===== src/hdl/tlptm_fifo.sv =====
// Small register queue used between front and back and on the result side.
// No dependencies.
`default_nettype none

module tlptm_fifo #(
  parameter int W     = 8,
  parameter int DEPTH = 2
) (
  input  logic         clk,
  input  logic         rst_n,
  input  logic         wr_en,
  input  logic [W-1:0] wr_data,
  output logic         full,
  input  logic         rd_en,
  output logic [W-1:0] rd_data,
  output logic         empty
);

  localparam int PW = (DEPTH > 1) ? $clog2(DEPTH) : 1;

  logic [W-1:0]  mem_r [DEPTH];
  logic [PW-1:0] wp_r, wp_nxt;
  logic [PW-1:0] rp_r, rp_nxt;
  logic [PW:0]   cnt_r, cnt_nxt;
  logic          do_wr, do_rd;

  assign full    = (cnt_r == (PW+1)'(DEPTH));
  assign empty   = (cnt_r == '0);
  assign do_wr   = wr_en && !full;
  assign do_rd   = rd_en && !empty;
  assign rd_data = mem_r[rp_r];

  always_comb begin
    wp_nxt  = wp_r;
    rp_nxt  = rp_r;
    cnt_nxt = cnt_r;
    if (do_wr) begin
      wp_nxt = (wp_r == PW'(DEPTH - 1)) ? '0 : wp_r + 1'b1;
    end
    if (do_rd) begin
      rp_nxt = (rp_r == PW'(DEPTH - 1)) ? '0 : rp_r + 1'b1;
    end
    if (do_wr && !do_rd) begin
      cnt_nxt = cnt_r + 1'b1;
    end else if (do_rd && !do_wr) begin
      cnt_nxt = cnt_r - 1'b1;
    end
  end

  always_ff @(posedge clk) begin
    if (!rst_n) begin
      wp_r  <= '0;
      rp_r  <= '0;
      cnt_r <= '0;
    end else begin
      wp_r  <= wp_nxt;
      rp_r  <= rp_nxt;
      cnt_r <= cnt_nxt;
    end
  end

  always_ff @(posedge clk) begin
    if (do_wr) begin
      mem_r[wp_r] <= wr_data;
    end
  end

endmodule

`default_nettype wire


===== config.mk =====
export PLATFORM = sky130hd
export DESIGN_NAME = tlptm_fifo
export DESIGN_NICKNAME = d
export VERILOG_FILES = /design/src/hdl/tlptm_fifo.sv
export SDC_FILE = /design/constraint.sdc
export NUM_CORES = 1
export LEC_CHECK = 0
export BUFFER_PORTS_ARGS = -buffer_cell sky130_fd_sc_hd__buf_2
export CAP_MARGIN = 20
export CORE_ASPECT_RATIO = 0.75
export CORE_UTILIZATION = 45
export CTS_CLUSTER_DIAMETER = 150
export DETAILED_ROUTE_END_ITERATION = 8
export PLACE_DENSITY = 0.82
export SLEW_MARGIN = 20
export SYNTH_ARGS = -nofsm -noshare
export SYNTH_HDL_FRONTEND = slang
export SYNTH_SLANG_ARGS = --single-unit

===== constraint.sdc =====
create_clock -name clk -period 2.2 [get_ports clk]
set_input_delay 0.11 -clock clk [delete_from_list [all_inputs] [get_ports clk]]
set_output_delay 0.11 -clock clk [all_outputs]
set_load 0.01 [all_outputs]

Word level (Yosys, flattened, before mapping)
Memories as Yosys holds them, arrays and structs flattened. A register that Yosys moved wholly into a read port is not among the register bits.
Cells that the tools add are included.
{ "op_classes": {"n_addsub": 4, "n_eq_ne": 1, "mux": 8, "reduce_logical": 10} }
{ "op_table": {"columns": ["cell", "count"], "rows": [
  ["1-bit two-way mux", 6],
  ["1-bit logical AND", 4],
  ["1-bit zero test", 4],
  ["2-bit two-way mux", 2],
  ["1-bit adder (second input constant)", 2],
  ["2-bit by 1-bit adder with 2-bit output (second input constant)", 1],
  ["2-bit equality test (second input constant)", 1],
  ["2-bit zero test", 1],
  ["2-bit nonzero test", 1],
  ["2-bit by 1-bit subtractor with 2-bit output (second input constant)", 1]
]} }
{ "totals": {"ff_bits": 4, "mem_bits_rw": 16, "inputBits": 12, "n_memories": 1} }
{ "memory_table": {"columns": ["name", "depth", "width", "rd", "rd_ports_with_merged_regs", "write_ports", "line_no", "source"], "rows": [
  ["mem_r", 2, 8, 1, 1, 1, "21", "logic [W-1:0] mem_r [DEPTH];"]
]} }

Logic depth before layout (Yosys ltp)
{ "depth": {"depth_word": 7, "mapped_depth": 7} }

Worst setup path after synthesis
Ideal clock, no wire load.
{ "synth_path": {"kind": "reg2reg", "start": "register cnt_r[0]", "end": "register cnt_r[1]", "setup_time_ns": 0.070, "arrival_time_ns": 1.401, "required_time_ns": 2.130, "slack_ns": 0.729, "stages_incl_launch_ff": 7, "path_buffers": 0, "path_cell_list": "dfxtp_1 -> nand2b_1 -> inv_2 -> nor2_1 -> ha_1 -> or3_1 -> a21boi_1"} }
{ "synth_via": {"elab_chain_len": 6} }
{ "synth_lines": {"columns": ["element", "line_no", "source"], "rows": [
  ["start: declaration", "24", "logic [PW:0] cnt_r, cnt_nxt;"],
  ["start signal: assignment", "58", "cnt_r <= cnt_nxt;"],
  ["2-bit equality test (*)", "27", "assign full = (cnt_r == (PW+1)'(DEPTH));"],
  ["named net full", "13", "output logic full,"],
  ["1-bit zero test (*)", "29", "assign do_wr = wr_en && !full;"],
  ["1-bit logical AND (*)", "29", null],
  ["1-bit zero test", "45", "end else if (do_rd && !do_wr) begin"],
  ["1-bit logical AND", "45", null],
  ["2-bit nonzero test (no source line)", null, null]
]} }
The timed path passes the listed nets; every way through them passes the cells marked *. The select of a mux whose other input is x is not followed.
A chain may end at the register's enable or synchronous reset.

Worst setup path after layout
{ "layout_path": {"start": "register cnt_r[0]", "end": "register cnt_r[1]"} }
{ "layout_via": {"elab_chain_len": 6} }
{ "layout_lines": {"columns": ["element", "line_no"], "rows": [
  ["2-bit equality test or 2-bit zero test (tied branches)", "27, 28"],
  ["1-bit zero test (on tied branches)", "29, 30"],
  ["1-bit logical AND (on tied branches)", "29, 30"],
  ["1-bit zero test (on tied branches)", "45, 43"],
  ["1-bit logical AND (on tied branches)", "45, 43"],
  ["2-bit nonzero test (no source line) or 2-bit two-way mux (tied branches)", null]
]} }
Parallel ways exist; a longest one is shown, timed or not. The select of a mux whose other input is x is not followed.

==> impl_metrics.py <==
metrics = {
    "worst_setup_path": {
        "path_class": "register to register",
        "ff2ff_path_depth": 6,
        "rr_startpoint": "cnt_r[0]",
        "arrival_ns": 1.80,
        "r2r_end": "cnt_r[1]",
        "r2r_slack_ns": 0.63,
        "cp_max_fo": 5,
        "worstPathRequired_ns": 2.43,
        "path_cells": "nand2b_1, inv_2, nor2_1, ha_1, or3_1, a21boi_1",
        "critical_path.max_stage_delay_ns": 0.43,
        "end_kind": "register",
        "cp-start-kind": "register",
        "slowest_stage": "dfxtp_1",
    },
    "floorplanning": {
        "io_pins": 22,
        "rows": 12,
        "die_w_microns": 50.98,
        "fp.coreArea_sq_mm": 0.001577,
        "die_h_microns": 38.73,
        "die_area_sq_mm": 0.001974,
        "initial_utilization_pct": 51.35,
    },
    "synth": {
        "ys_warn_count": 0,
        "yosysTopAreaCell": "edfxtp_1",
        "synth_top_area_share_pct": 59.35,
        "avgSynthCellArea_sq_um": 16.19,
        "ys_seq_elements": 21,
        "synth_area_leaders": "edfxtp_1 (59%), dfxtp_1 (12%), mux2_2 (11%), and2_1 (2.3%), xnor2_1 (2.2%)",
        "synth-seq-area-share_pct": 71.72,
        "synth_cell_types": 20,
        "syn-num-nets": 63,
        "synthesis.instances": 50,
        "netlist_area_sq_um": 809.5,
    },
    "global_route": {
        "gr-total-overflow": 0,
        "grt_pass1_vias": 430,
        "grt_max_degree": 12,
        "antenna_found_initial": 0,
        "grt_pass1_wl_mm": 1.807,
        "grt_usage_pct": 13.59,
    },
    "detailed_routing": {
        "vias": 473,
        "postRouteAntennaNets": 0,
        "avgRoutedWirePerCell_microns": 11.62,
        "drt_iter0_drc": 2,
        "route.detailed.drc": 0,
        "firstDrtPassIters": 2,
        "vias_per_cell": 4.637,
        "drt-total-wl_mm": 1.185,
    },
    "power_and_ir_drop": {
        "peakVddDrop_mv": 0.6938,
        "leakagePower_nw": 0.4082,
        "power_density_mw_per_mm2": 1029,
    },
    "clocking": {
        "cts_htree_levels": 1,
        "numCtsBuffers": 3,
        "cts_tree": "done",
        "cts.sinks": 21,
        "clk_latency_ns": 0.29,
        "cts.clk_slew.worst_paths_ns": 0.10,
        "cts_buffer_depth": 2,
        "root_buffer": "clkbuf_4",
    },
    "run": {
        "cap_violations": 0,
    },
    "place": {
        "io_buffers": 21,
        "dpl.hpwl_microns": 840.1,
        "gp_congestion": 0.6255,
    },
    "min_path": {
        "worstHoldStart": "wr_data[6]",
        "hold_path_depth": 1,
        "min_to": "mem_r[1][6]",
        "min_path_type": "input port to register",
    },
    "final_layout": {
        "final_common_cell": "buf_2",
        "fin_util_pct": 65.48,
        "syn2layout_area_growth_pct": 27.51,
        "drive_above_1_share_pct": 41.98,
        "fill_cells": 127,
        "final_net_count": 95,
        "diodes": 0,
        "multi_input_area_sq_um": 216.5,
        "layout_common_cells": "buf_2 (21), edfxtp_1 (16), mux2_2 (8)",
        "regArea_sq_um": 580.6,
    },
    "timing": {
        "hold_viol_final": 0,
        "rsz0062_at_grt": "no",
        "relSlewSlack_pct": 55.18,
        "slew_violations": 0,
        "setup_tns_ns": 0,
        "fmax_mhz": 635.5,
        "layout_min_cycle_time_ns": 1.574,
        "tightest_slew_ns": 0.6686,
        "setup_viol_count_final": 0,
        "fin_crit_sh_pct": 71.53,
        "clock_skew_ns": 0.002438,
    },
    "status": {
        "outcome": "finished clean",
    },
}
## cell families (layout without fill, tap and decap cells)
logic type                 count (synthesis)  in the layout  synth area share (%)
AOI/OAI and AO/OA                          5              5                 4.018
xor gates and xnor gates                   3              3                 3.246
adders and majority gates                  1              1                 1.545
buffers and inverters                      3             34                 1.544
DFF                                       21             21                 71.72
muxes                                      8              8                 11.13
and+or+nand+nor                            9              9                 6.803
## metal layers
layer / routed length (microns) / track usage, % / up-vias
li1: - / - / 246
met1: 529 / 16.79 / 211
met2: 560 / 22.04 / 16
met3: 94 / 6.667 / 0
met4: 0 / 2.083 / 0
met5: 0 / 0 / -
## area by class of cell
| cell class | instances | area share, % |
|---|---|---|
| Sequential cell | 21 | 56.24 |
| Multi-Input combinational cell | 26 | 20.97 |
| Timing Repair Buffer | 28 | 16.97 |
| Clock buffer | 4 | 2.545 |
| Tap cell | 21 | 2.545 |
| Inverter | 2 | 0.7273 |
## critical path: cells and delay by family, from the launching register on
family / cells / cell delay [ns]
buffers and inverters: 1 / 0.05
flip-flops: 1 / 0.43
AND/OR/NAND/NOR: 3 / 0.62
adder cells (fa/ha/maj): 1 / 0.26
AO/OA/AOI/OAI: 1 / 0.15
## worst max-delay path by stage
stage	from	depth (start not counted)	endpoint
2_1_floorplan	cnt_r[0]	6	cnt_r[1]
3_3_place_gp	cnt_r[0]	3	mem_r[0][2]
3_5_place_dp	cnt_r[0]	6	cnt_r[1]
4_1_cts	cnt_r[0]	6	cnt_r[1]
5_1_grt	cnt_r[0]	6	cnt_r[1]
6_report	cnt_r[0]	6	cnt_r[1]
## cell usage after synthesis
| library cell | n |
|---|---|
| inv_2 | 1 |
| xor2_1 | 1 |
| a21boi_1 | 1 |
| and2_1 | 3 |
| ha_1 | 1 |
| mux2_2 | 8 |
| dfxtp_1 | 5 |
| o21ai_0 | 1 |
| nor2_1 | 2 |
| and3_1 | 1 |
| o21ai_1 | 1 |
| a21boi_0 | 1 |
| inv_1 | 1 |
| nor3_2 | 1 |
| buf_2 | 1 |
| nand2b_1 | 1 |
| edfxtp_1 | 16 |
| o21a_1 | 1 |
| xnor2_1 | 2 |
| or3_1 | 1 |
## where the power goes
part | internal [W] | total (W) | switching (W)
Clock | 0.0000704 | 0.000168 | 0.0000976
Sequential | 0.000506 | 0.000558 | 0.0000515
Combinational | 0.000180 | 0.000336 | 0.000156
## registers in the layout (all words and copies together), names as in the netlist, named ones only
signal / cells
cnt_r: 2
mem_r: 16
rp_r: 1
wp_r: 1
## per-stage QoR
stage	setup WS (ns)	power, W	hold WS, ns	cell area, sq um	std cells
finish	0.6264	0.001062	0.01032	1032	102
global route	0.5305	0.001135	0.003614	1032	102
CTS	0.6185	0.001075	0.0003497	1012	100
detailed placement	0.6415	0.0008968	0.3016	935.9	91
global placement	0.7050	0.0008856	0.2983	935.9	91
floorplan	0.7290	0.0007915	0.2089	809.5	50
## repair_timing
action | in CTS | in global routing
setup buffers | 0 | 0
resized for setup | 0 | 0
hold buffers | 5 | 2
hold endpoints to repair | 10 | 4
Note: power is estimated with default switching activity, not from simulation.
